`config.mk`:
```
export PLATFORM = sky130hd
export DESIGN_NAME = iteration_color_gradient
export DESIGN_NICKNAME = d
export VERILOG_FILES = /design/src/hdl/icg_pkg.sv /design/src/hdl/iteration_color_gradient.sv /design/src/hdl/icg_div.sv
export SDC_FILE = /design/constraint.sdc
export NUM_CORES = 2
export LEC_CHECK = 0
export BUFFER_PORTS_ARGS = -buffer_cell sky130_fd_sc_hd__buf_2
export CORE_MARGIN = 2
export CORE_UTILIZATION = 45
export CTS_CLUSTER_SIZE = 16
export DETAILED_ROUTE_END_ITERATION = 7
export PLACE_DENSITY = 0.69
export RECOVER_POWER = 50
export SYNTH_ARGS = -nofsm -noshare
export SYNTH_HDL_FRONTEND = slang
export SYNTH_SLANG_ARGS = --single-unit
```
`constraint.sdc`:
```
create_clock -name clk -period 13.5 [get_ports clk]
set_input_delay 2.7 -clock clk [delete_from_list [all_inputs] [get_ports clk]]
set_output_delay 2.7 -clock clk [all_outputs]
set_load 0.01 [all_outputs]
```
`src/hdl/icg_pkg.sv`:
```
// Shared types, constants and colour-table helpers for the iteration colour gradient.
package icg_pkg;

    localparam int CNT_W  = 16;
    localparam int PROD_W = 20;
    localparam int CH_N   = 3;
    localparam int NIB_W  = 4;
    localparam int PTS_N  = 5;
    localparam int ADDR_W = 3;
    localparam int DATA_W = 32;

    typedef logic [CNT_W-1:0]  cnt_t;
    typedef logic [PROD_W-1:0] prod_t;
    typedef logic [NIB_W-1:0]  nib_t;
    typedef logic [1:0]        seg_t;
    typedef logic [2:0]        pt_idx_t;
    typedef logic [NIB_W:0]    delta_t;

    typedef prod_t [CH_N-1:0] prod_vec_t;
    typedef nib_t  [CH_N-1:0] nib_vec_t;

    typedef struct packed {
        logic black;
        seg_t seg;
    } icg_side_t;

    // Register map: value of paddr[ADDR_W-1] selecting each register
    localparam logic ADDR_MAX_ITER = 1'b0;

    localparam int   RESET_MAX_ITER_INT = 1000;
    localparam cnt_t RESET_MAX_ITER = cnt_t'(RESET_MAX_ITER_INT);
    localparam cnt_t RESET_POS1     = cnt_t'(16 * RESET_MAX_ITER_INT / 100);
    localparam cnt_t RESET_POS2     = cnt_t'(42 * RESET_MAX_ITER_INT / 100);
    localparam cnt_t RESET_POS3     = cnt_t'(64 * RESET_MAX_ITER_INT / 100);

    // floor(n / 100) = (n * RECIP_100) >> RECIP_SHIFT, exact for n < 2**22
    localparam int          RECIP_SHIFT = 30;
    localparam int          RECIP_W     = 24;
    localparam int          SCALED_W    = 22;
    localparam int          MUL_W       = SCALED_W + RECIP_W;
    localparam logic [RECIP_W-1:0] RECIP_100 = RECIP_W'(10737419);

    // Channel 0 red, 1 green, 2 blue
    localparam nib_t PTS [CH_N][PTS_N] = '{
        '{4'd0, 4'd2,  4'd14, 4'd15, 4'd0},
        '{4'd0, 4'd6,  4'd15, 4'd10, 4'd0},
        '{4'd6, 4'd12, 4'd15, 4'd0,  4'd0}
    };

    function automatic delta_t seg_delta(input int ch, input seg_t seg);
        pt_idx_t lo;
        pt_idx_t hi;
        lo = pt_idx_t'(seg);
        hi = pt_idx_t'(seg) + pt_idx_t'(1);
        return {1'b0, PTS[ch][hi]} - {1'b0, PTS[ch][lo]};
    endfunction

    function automatic nib_t delta_mag(input int ch, input seg_t seg);
        delta_t d;
        delta_t a;
        d = seg_delta(ch, seg);
        a = d[NIB_W] ? (~d + delta_t'(1)) : d;
        return a[NIB_W-1:0];
    endfunction

    function automatic nib_t channel_value(input int ch, input seg_t seg, input nib_t q);
        delta_t d;
        nib_t   base;
        d    = seg_delta(ch, seg);
        base = PTS[ch][pt_idx_t'(seg)];
        return d[NIB_W] ? (base - q) : (base + q);
    endfunction

    // One restoring step: {quotient bit, new remainder}
    function automatic logic [PROD_W:0] div_step(input prod_t rem, input prod_t dsh);
        if (rem >= dsh)
        begin
            return {1'b1, rem - dsh};
        end
        return {1'b0, rem};
    endfunction

endpackage

```
`src/hdl/iteration_color_gradient.sv`:
```
// Top level: maps an escape-iteration count to a packed RGB444 colour.
// A beat goes through the stage 1, 2, 3, divider and output registers to pixel_valid.
// Throughput: one beat per cycle unless pixel_stall holds it; six register stages.
// The configuration write recomputes the segment positions in the same cycle.
// Reset empties the pipeline and loads max_iterations = 1000.
module iteration_color_gradient (
    input  logic                       clk,
    input  logic                       rst_n,
    input  logic                       psel,
    input  logic                       penable,
    input  logic                       pwrite,
    input  logic [icg_pkg::ADDR_W-1:0] paddr,
    input  logic [icg_pkg::DATA_W-1:0] pwdata,
    output logic [icg_pkg::DATA_W-1:0] prdata,
    output logic                       pready,
    input  logic                       iter_valid,
    output logic                       iter_stall,
    input  icg_pkg::cnt_t              iteration_count,
    output logic                       pixel_valid,
    input  logic                       pixel_stall,
    output logic [11:0]                pixel_rgb
);
    import icg_pkg::*;

    // configuration
    cnt_t                max_iter_reg;
    cnt_t                pos1_reg;
    cnt_t                pos2_reg;
    cnt_t                pos3_reg;
    cnt_t                pos1_next;
    cnt_t                pos2_next;
    cnt_t                pos3_next;
    cnt_t                m_new;
    logic                cfg_wr;
    logic [SCALED_W-1:0] n1;
    logic [SCALED_W-1:0] n2;
    logic [SCALED_W-1:0] n3;
    logic [MUL_W-1:0]    p1;
    logic [MUL_W-1:0]    p2;
    logic [MUL_W-1:0]    p3;

    // pipeline
    logic       v1_reg;
    cnt_t       k1_reg;
    logic       en1;
    logic       ge1;
    logic       ge2;
    logic       ge3;
    icg_side_t  side1;
    cnt_t       lo1;
    cnt_t       hi1;

    logic       v2_reg;
    cnt_t       off2_reg;
    cnt_t       rng2_reg;
    icg_side_t  side2_reg;
    logic       en2;
    prod_vec_t  prod_next;

    logic       v3_reg;
    prod_vec_t  prod3_reg;
    cnt_t       rng3_reg;
    icg_side_t  side3_reg;
    logic       en3;

    logic       div_in_stall;
    logic       div_out_valid;
    nib_vec_t   div_quot;
    icg_side_t  div_side;

    logic       pixel_valid_reg;
    logic [11:0] pixel_rgb_reg;
    logic [11:0] rgb_next;
    logic       en_o;

    // register write and position update
    assign pready = 1'b1;
    assign cfg_wr = psel && penable && pwrite && pready
                    && (paddr[ADDR_W-1] == ADDR_MAX_ITER);
    assign m_new  = pwdata[CNT_W-1:0];
    assign n1     = SCALED_W'({m_new, 4'b0000});
    assign n2     = SCALED_W'(m_new) * SCALED_W'(42);
    assign n3     = SCALED_W'({m_new, 6'b000000});
    assign p1     = MUL_W'(n1) * MUL_W'(RECIP_100);
    assign p2     = MUL_W'(n2) * MUL_W'(RECIP_100);
    assign p3     = MUL_W'(n3) * MUL_W'(RECIP_100);
    assign pos1_next = p1[RECIP_SHIFT +: CNT_W];
    assign pos2_next = p2[RECIP_SHIFT +: CNT_W];
    assign pos3_next = p3[RECIP_SHIFT +: CNT_W];

    always_ff @(posedge clk or negedge rst_n)
    begin
        if (!rst_n)
        begin
            max_iter_reg <= RESET_MAX_ITER;
            pos1_reg     <= RESET_POS1;
            pos2_reg     <= RESET_POS2;
            pos3_reg     <= RESET_POS3;
        end
        else if (cfg_wr)
        begin
            max_iter_reg <= m_new;
            pos1_reg     <= pos1_next;
            pos2_reg     <= pos2_next;
            pos3_reg     <= pos3_next;
        end
    end

    assign prdata = (paddr[ADDR_W-1] == ADDR_MAX_ITER) ? DATA_W'(max_iter_reg) : '0;

    // stall chain, back to front
    assign en_o       = !pixel_valid_reg || !pixel_stall;
    assign en3        = !v3_reg || !div_in_stall;
    assign en2        = !v2_reg || en3;
    assign en1        = !v1_reg || en2;
    assign iter_stall = !en1;

    // stage 1: segment search
    assign ge1 = k1_reg >= pos1_reg;
    assign ge2 = k1_reg >= pos2_reg;
    assign ge3 = k1_reg >= pos3_reg;

    always_comb
    begin
        side1.black = k1_reg >= max_iter_reg;
        if (ge3)
        begin
            side1.seg = 2'd3;
            lo1       = pos3_reg;
            hi1       = max_iter_reg;
        end
        else if (ge2)
        begin
            side1.seg = 2'd2;
            lo1       = pos2_reg;
            hi1       = pos3_reg;
        end
        else if (ge1)
        begin
            side1.seg = 2'd1;
            lo1       = pos1_reg;
            hi1       = pos2_reg;
        end
        else
        begin
            side1.seg = 2'd0;
            lo1       = '0;
            hi1       = pos1_reg;
        end
    end

    // stage 2: offset times slope magnitude
    always_comb
    begin
        for (int c = 0; c < CH_N; c++)
        begin
            prod_next[c] = prod_t'(off2_reg) * prod_t'(delta_mag(c, side2_reg.seg));
        end
    end

    always_ff @(posedge clk or negedge rst_n)
    begin
        if (!rst_n)
        begin
            v1_reg          <= 1'b0;
            v2_reg          <= 1'b0;
            v3_reg          <= 1'b0;
            pixel_valid_reg <= 1'b0;
        end
        else
        begin
            if (en1)
            begin
                v1_reg <= iter_valid;
            end
            if (en2)
            begin
                v2_reg <= v1_reg;
            end
            if (en3)
            begin
                v3_reg <= v2_reg;
            end
            if (en_o)
            begin
                pixel_valid_reg <= div_out_valid;
            end
        end
    end

    always_ff @(posedge clk)
    begin
        if (en1 && iter_valid)
        begin
            k1_reg <= iteration_count;
        end
        if (en2 && v1_reg)
        begin
            off2_reg  <= k1_reg - lo1;
            rng2_reg  <= hi1 - lo1;
            side2_reg <= side1;
        end
        if (en3 && v2_reg)
        begin
            prod3_reg <= prod_next;
            rng3_reg  <= rng2_reg;
            side3_reg <= side2_reg;
        end
        if (en_o && div_out_valid)
        begin
            pixel_rgb_reg <= rgb_next;
        end
    end

    icg_div u_div (
        .clk       (clk),
        .rst_n     (rst_n),
        .in_valid  (v3_reg),
        .in_stall  (div_in_stall),
        .dividend  (prod3_reg),
        .divisor   (rng3_reg),
        .side_in   (side3_reg),
        .out_valid (div_out_valid),
        .out_stall (!en_o),
        .quot      (div_quot),
        .side_out  (div_side)
    );

    // output: base plus or minus quotient, black at or above the limit
    always_comb
    begin
        rgb_next = '0;
        for (int c = 0; c < CH_N; c++)
        begin
            rgb_next[(CH_N-1-c)*NIB_W +: NIB_W] = channel_value(c, div_side.seg, div_quot[c]);
        end
        if (div_side.black)
        begin
            rgb_next = '0;
        end
    end

    assign pixel_valid = pixel_valid_reg;
    assign pixel_rgb   = pixel_rgb_reg;

    a_pos_order: assert property (@(posedge clk) disable iff (!rst_n)
        (pos1_reg <= pos2_reg) && (pos2_reg <= pos3_reg) && (pos3_reg <= max_iter_reg))
        else $error("segment positions out of order");

    a_s1_hold: assert property (@(posedge clk) disable iff (!rst_n)
        (v1_reg && !en1) |=> v1_reg)
        else $error("stage 1 beat lost while blocked");

    a_div_hold: assert property (@(posedge clk) disable iff (!rst_n)
        (div_out_valid && !en_o) |=> (div_out_valid && $stable(div_quot)))
        else $error("divider result lost while output blocked");

endmodule

```
`src/hdl/icg_div.sv`:
```
// Two-stage restoring divider giving a 4-bit quotient per colour channel.
module icg_div (
    input  logic              clk,
    input  logic              rst_n,
    input  logic              in_valid,
    output logic              in_stall,
    input  icg_pkg::prod_vec_t dividend,
    input  icg_pkg::cnt_t     divisor,
    input  icg_pkg::icg_side_t side_in,
    output logic              out_valid,
    input  logic              out_stall,
    output icg_pkg::nib_vec_t quot,
    output icg_pkg::icg_side_t side_out
);
    import icg_pkg::*;

    logic            va_reg;
    prod_vec_t       rem_a_reg;
    prod_vec_t       rem_a_next;
    logic [1:0]      qa_reg   [CH_N];
    logic [1:0]      qa_next  [CH_N];
    cnt_t            div_a_reg;
    icg_side_t       side_a_reg;

    logic            vb_reg;
    nib_vec_t        q_b_reg;
    nib_vec_t        q_b_next;
    icg_side_t       side_b_reg;

    logic            a_en;
    logic            b_en;

    logic [PROD_W:0] t3 [CH_N];
    logic [PROD_W:0] t2 [CH_N];
    logic [PROD_W:0] t1 [CH_N];
    logic [PROD_W:0] t0 [CH_N];

    assign b_en     = !vb_reg || !out_stall;
    assign a_en     = !va_reg || b_en;
    assign in_stall = !a_en;

    // quotient bits 3 and 2
    always_comb
    begin
        for (int c = 0; c < CH_N; c++)
        begin
            t3[c]         = div_step(dividend[c], prod_t'({divisor, 3'b000}));
            t2[c]         = div_step(t3[c][PROD_W-1:0], prod_t'({divisor, 2'b00}));
            rem_a_next[c] = t2[c][PROD_W-1:0];
            qa_next[c]    = {t3[c][PROD_W], t2[c][PROD_W]};
        end
    end

    // quotient bits 1 and 0
    always_comb
    begin
        for (int c = 0; c < CH_N; c++)
        begin
            t1[c]       = div_step(rem_a_reg[c], prod_t'({div_a_reg, 1'b0}));
            t0[c]       = div_step(t1[c][PROD_W-1:0], prod_t'(div_a_reg));
            q_b_next[c] = {qa_reg[c], t1[c][PROD_W], t0[c][PROD_W]};
        end
    end

    always_ff @(posedge clk or negedge rst_n)
    begin
        if (!rst_n)
        begin
            va_reg <= 1'b0;
            vb_reg <= 1'b0;
        end
        else
        begin
            if (a_en)
            begin
                va_reg <= in_valid;
            end
            if (b_en)
            begin
                vb_reg <= va_reg;
            end
        end
    end

    always_ff @(posedge clk)
    begin
        if (a_en && in_valid)
        begin
            rem_a_reg  <= rem_a_next;
            qa_reg     <= qa_next;
            div_a_reg  <= divisor;
            side_a_reg <= side_in;
        end
        if (b_en && va_reg)
        begin
            q_b_reg    <= q_b_next;
            side_b_reg <= side_a_reg;
        end
    end

    assign out_valid = vb_reg;
    assign quot      = q_b_reg;
    assign side_out  = side_b_reg;

endmodule
```
-- Word level (Yosys, flattened, before mapping)
Memory sizes are Yosys's and may differ from the RTL's.
Index checks and enable logic that the tools add are counted.
- logic and storage cells: 220
- memories: 12
- output and inout port bits: 47
- input bits: 58
- memory bits (read-only): 384
- register bits: 312
- mux-type cells: 72
- $add $sub $neg: 31
- multipliers: 7
- bitwise gates (word level): 8
- reduce and logical (&&, ||, !) cells: 24
- order comparisons: 20
- memories (memory ; depth ; width ; read ports ; clocked after memory_dff ; wr ports ; line ; source):
    (name not given) ; 8 ; 4 ; 1 ; 0 ; 0 ; icg_pkg.sv:70 ; base = PTS[ch][pt_idx_t'(seg)];
    (name not given) ; 8 ; 4 ; 1 ; 0 ; 0 ; icg_pkg.sv:55 ; return {1'b0, PTS[ch][hi]} - {1'b0, PTS[ch][lo]};
    (name not given) ; 8 ; 4 ; 1 ; 0 ; 0 ; icg_pkg.sv:70 ;
    (name not given) ; 8 ; 4 ; 1 ; 0 ; 0 ; icg_pkg.sv:55 ;
    (name not given) ; 8 ; 4 ; 1 ; 0 ; 0 ; icg_pkg.sv:70 ;
    (name not given) ; 8 ; 4 ; 1 ; 0 ; 0 ; icg_pkg.sv:55 ;
    6 more memories ; - ; - ; - ; - ; - ; - ;
- operators with widths (kind ; number):
    $mux W21 ; 12
    $mux W20 ; 9
    $mux W4 ; 30
    $mux W16 ; 7
    $mul A16 B24 Y40 const B ; 2
    $ge A16 B16 Y1 ; 4
    $ge A20 B16 Y1 ; 3
    $ge A20 B17 Y1 ; 3
    $ge A20 B18 Y1 ; 3
    $ge A20 B19 Y1 ; 3
    $mul A16 B4 Y20 ; 3
    $sub A20 B16 Y20 ; 3
    $sub A20 B17 Y20 ; 3
    $sub A20 B18 Y20 ; 3
    $sub A20 B19 Y20 ; 3
    $mul A21 B24 Y45 const B ; 1
    $sub A16 B16 Y16 ; 2
    $sub A4 B4 Y5 ; 6
    $mul A16 B5 Y21 const B ; 1
    $ge A4 B4 Y1 const B ; 4
    $mux W1 ; 14
    $add A4 B1 Y4 const B ; 3
    $add A4 B4 Y4 ; 3
    $not A4 Y4 ; 3
    9 further kinds ; 34

-- Depth between registers and ports, before layout
- word-level depth: 10
- mapped depth: 42
- gate-level depth less buffers: 42

-- Hierarchy
A second synthesis with hierarchy kept.
- cell total of the unflattened synthesis: 4509
- area, all modules: 43526.7 µm²
- by module, submodules not included (module ; area each (µm²) ; seq. area each (µm²) ; instances ; cells an instance):
    iteration_color_gradient ; 30608.1 ; 5550.3 ; 1 ; 3064
    icg_div ; 12918.6 ; 3052.9 ; 1 ; 1445

-- Worst setup path after synthesis
OpenSTA, ideal clock, no wires.
- kind: input to register
- start: input port pwdata[1] (netlist bit)
- end: register pos2_reg[11]
- required time: 13.431 ns
- stages on the path: 37
- buffers on the path: 0
- setup slack: 1.811 ns
- setup time: 0.069 ns
- arrival time: 11.619 ns
- cell sequence: ha_1 -> xor2_1 -> ha_1 -> ha_1 -> nor2b_1 -> o21ai_0 -> a21boi_0 -> o21ai_0 -> a21boi_0 -> o21ai_0 -> nand2b_1 -> nand4_1 -> a31oi_1 -> a21o_1 -> a31o_2 -> xor2_1 -> ha_1 -> ha_1 -> inv_1 -> fa_1 -> fa_1 -> fa_1 -> inv_1 -> fa_1 -> fa_1 -> ha_1 -> a21o_1 -> a21oi_1 -> o21ai_0 -> a21oi_1 -> o21a_1 -> o21a_1 -> o211ai_1 -> and2_1 -> a211o_1 -> or4_1 -> nand3_1
- cells in the longest elaborated chain, start to end: 2
- ends and longest elaborated chain (what ; line ; source):
    from (decl) ; iteration_color_gradient.sv:13 ; input logic [icg_pkg::DATA_W-1:0] pwdata,
    $mul A16 B5 Y21 ; iteration_color_gradient.sv:82 ; assign n2 = SCALED_W'(m_new) * SCALED_W'(42);
    $mul A21 B24 Y45 ; iteration_color_gradient.sv:85 ; assign p2 = MUL_W'(n2) * MUL_W'(RECIP_100);
    to (signal assigned) ; iteration_color_gradient.sv:104 ; pos2_reg <= pos2_next;
    to (decl) ; iteration_color_gradient.sv:28 ; cnt_t pos2_reg;
No other way between the ends.
A chain may end at the register's enable or synchronous reset.

-- Worst setup path after layout
- start: input port pwdata[2] (netlist bit)
- end: register pos2_reg[11]
Same word-level chain as after synthesis.

==> run metrics <==
root buf cell clkbuf_16; CP Launch Type input port; CP max stage delay ~540 ps; antenna viol nets, final 0; Yosys cell types approximately 80; via/cell ratio 5.32; Clock Latency Late Sink roughly 570 ps; worst-case clock buffer depth 3; Worst Skew approximately 25 ps; slowest stage cell, crit path fa_1; cells resized by post-CTS repair 0; mean area per synthesized cell roughly 9.7 um2; initial antenna violation count 0; largest net degree at the start of global routing 77; minimum clock period 12180 ps; Die Area ~98000 um2; cts bufs inserted 36; first-pass GRT wire length roughly 170 mm; Rel. slew slack -171%; initial cell density of the core a little under half; period utilisation layout between 90% and 100%; Worst-Margin Slew 4060 ps; crit path kind in -> reg; Synth Register Bits slightly below 300; Yosys top cell area share 23.3%; Post-CTS Setup Inserts 0; Util after Layout roughly half; CORE AREA between 90000 and 100000 um2; DR DRC count 0; RSZ-0062 raised after global routing no; Initial DRC Count approximately 1600; # diodes 0; post-detail-place hpwl 87.2 mm; CP Capture Type flop; MaxCap Viol Count 7; Rows around 110; Cells after Synth approximately 4400; top cells by area, synth ha_1 23%, fa_1 19%, edfxtp_1 17%; CTS Hold Bufs 0; CTS H-tree depth 2; sequential area share after synthesis around 20%; ys async rst share a little under a fifth; fmax 0.0821 GHz; hold violation count in the final report 0; Nets roughly 5800; top_reg_cell synth edfxtp_1; # IOs around 110; Chip Width approximately 310 um; failing checks max-capacitance violations, max-slew violations; aggregate global routing overflow 0; Fin Setup TNS 0 ps; Yosys Warn Count 0; CP Data Required Time 13980 ps; final max-slew violation count between 300 and 400; gpl congestion approximately 0.95; Die Y between 300 and 400 um; CTS tree yes; Sink Count slightly below 300; drt pass-1 iters 5; dpl ws slightly above 800 ps; most common cell after layout, fill and taps aside ha_1; Final Worst Setup Slack between 1000 and 1500 ps; drt wl/cell around 18 um; Mapped Area approximately 43000 um2; outcome finished with violations; via count about 30000; Post-synth EDFFs 240; WL final 103 mm; Hold Path Class reg -> reg; share of layout cells above drive strength 1 around 5.7%; number of global-route vias before repair about 32000; Clock transition at path regs around 60 ps; most frequent cells in the layout 795 x ha_1, 788 x inv_1, 405 x fa_1; top cell type by total area after synthesis ha_1; crit path max fanout 12; CP most frequent cell fa_1; Fillers between 8000 and 9000; Port Buffers around 70; Final setup violation count 0; Area growth syn-to-layout 6.89%; Total GRT Usage between 20% and 30%; hold_ws around 410 ps; Critical Path AT around 13000 ps
## kinds of logic after synthesis
| family | after synthesis | synth area share (%) |
|---|---|---|
| other cells | 2 | 0.0176 |
| fa+ha+maj | 1200 | 42.2 |
| simple gates | 899 | 10.2 |
| flops | 294 | 20.0 |
| mux | 115 | 2.99 |
| xor+xnor | 238 | 4.87 |
| compound gates | 814 | 11.9 |
| buf+inv | 861 | 7.79 |
## synthesized netlist by cell type, types with 13 or more instances
cell type  count
nor2b_1       77
nand4_1       43
o21ai_0      177
or3_1         13
mux2i_1       26
a21oi_1      265
a21boi_0      17
buf_4         18
and3_1        15
xor2_1        64
or2_2         24
inv_1        788
a22oi_1       14
xnor2_1      174
a21o_1       128
ha_1         795
nor3_1        50
mux2_2        87
nand3_1       38
o31ai_1       15
edfxtp_1     240
o21bai_1      38
nor2_1       251
and2_1        41
o21a_1        34
nand2b_1      76
a211oi_1      15
nand2_1      238
fa_1         405
dfrtp_1       42
clkbuf_1      44
a31oi_1       21
## worst max-delay path: cells and delay by family
kind	cells	cell delay, ps
xor gates and xnor gates	1	530
and+or+nand+nor	6	1140
buffers and inverters	6	850
adders and majority gates	11	4750
AOI/OAI and AO/OA	15	2670
## layout make-up
cell class | instances | area, um2 | share of cell area, %
inverters | 789 | 2960 | 6.48
well taps | 1265 | 1580 | 3.46
repair buffers | 99 | 503 | 1.10
clock buffers | 42 | 933 | 2.04
multi-input cells | 3283 | 30900 | 67.7
flip-flops and latches | 294 | 8570 | 18.7
clock inverters | 21 | 229 | 0.501
## worst paths after layout
path                                                  start                            end  slack (ps)  cells past startpoint
max                                               pwdata[2]       pos2_reg[11]$_DFFE_PN0P_        1320                     39
min reg2reg                u_div.q_b_next[11]$_SDFFCE_PP0P_       u_div.quot[11]$_DFFE_PP_         410                      0
min                        u_div.q_b_next[11]$_SDFFCE_PP0P_       u_div.quot[11]$_DFFE_PP_         410                      0
min in group asynchronous                             rst_n        pixel_valid$_DFFE_PN0P_        3150                      2
max reg2reg                           rng3_reg[1]$_DFFE_PP_  u_div.rem_a_reg[49]$_DFFE_PP_        5040                     24
max in group asynchronous                             rst_n        pos2_reg[4]$_DFFE_PN0P_        8630                      2
## routing by layer
layer / track usage, % / routed length [um] / vias up
met4: 7.90 / 4060 / 0
met2: 38.7 / 51200 / 572
met1: 26.5 / 44100 / 14900
li1: - / - / 15100
met3: 1.59 / 3460 / 179
met5: 0 / 0 / -
## stage by stage
step	cell area, um2	std cells
after global routing	45700	5793
final	45700	5793
after detailed placement	44700	5730
after CTS	45800	5793
after floorplan	42800	4438
after global placement	44700	5730
Power is not shown: default switching activity piles up to over one toggle a cycle in this logic, so the estimate is an artifact.
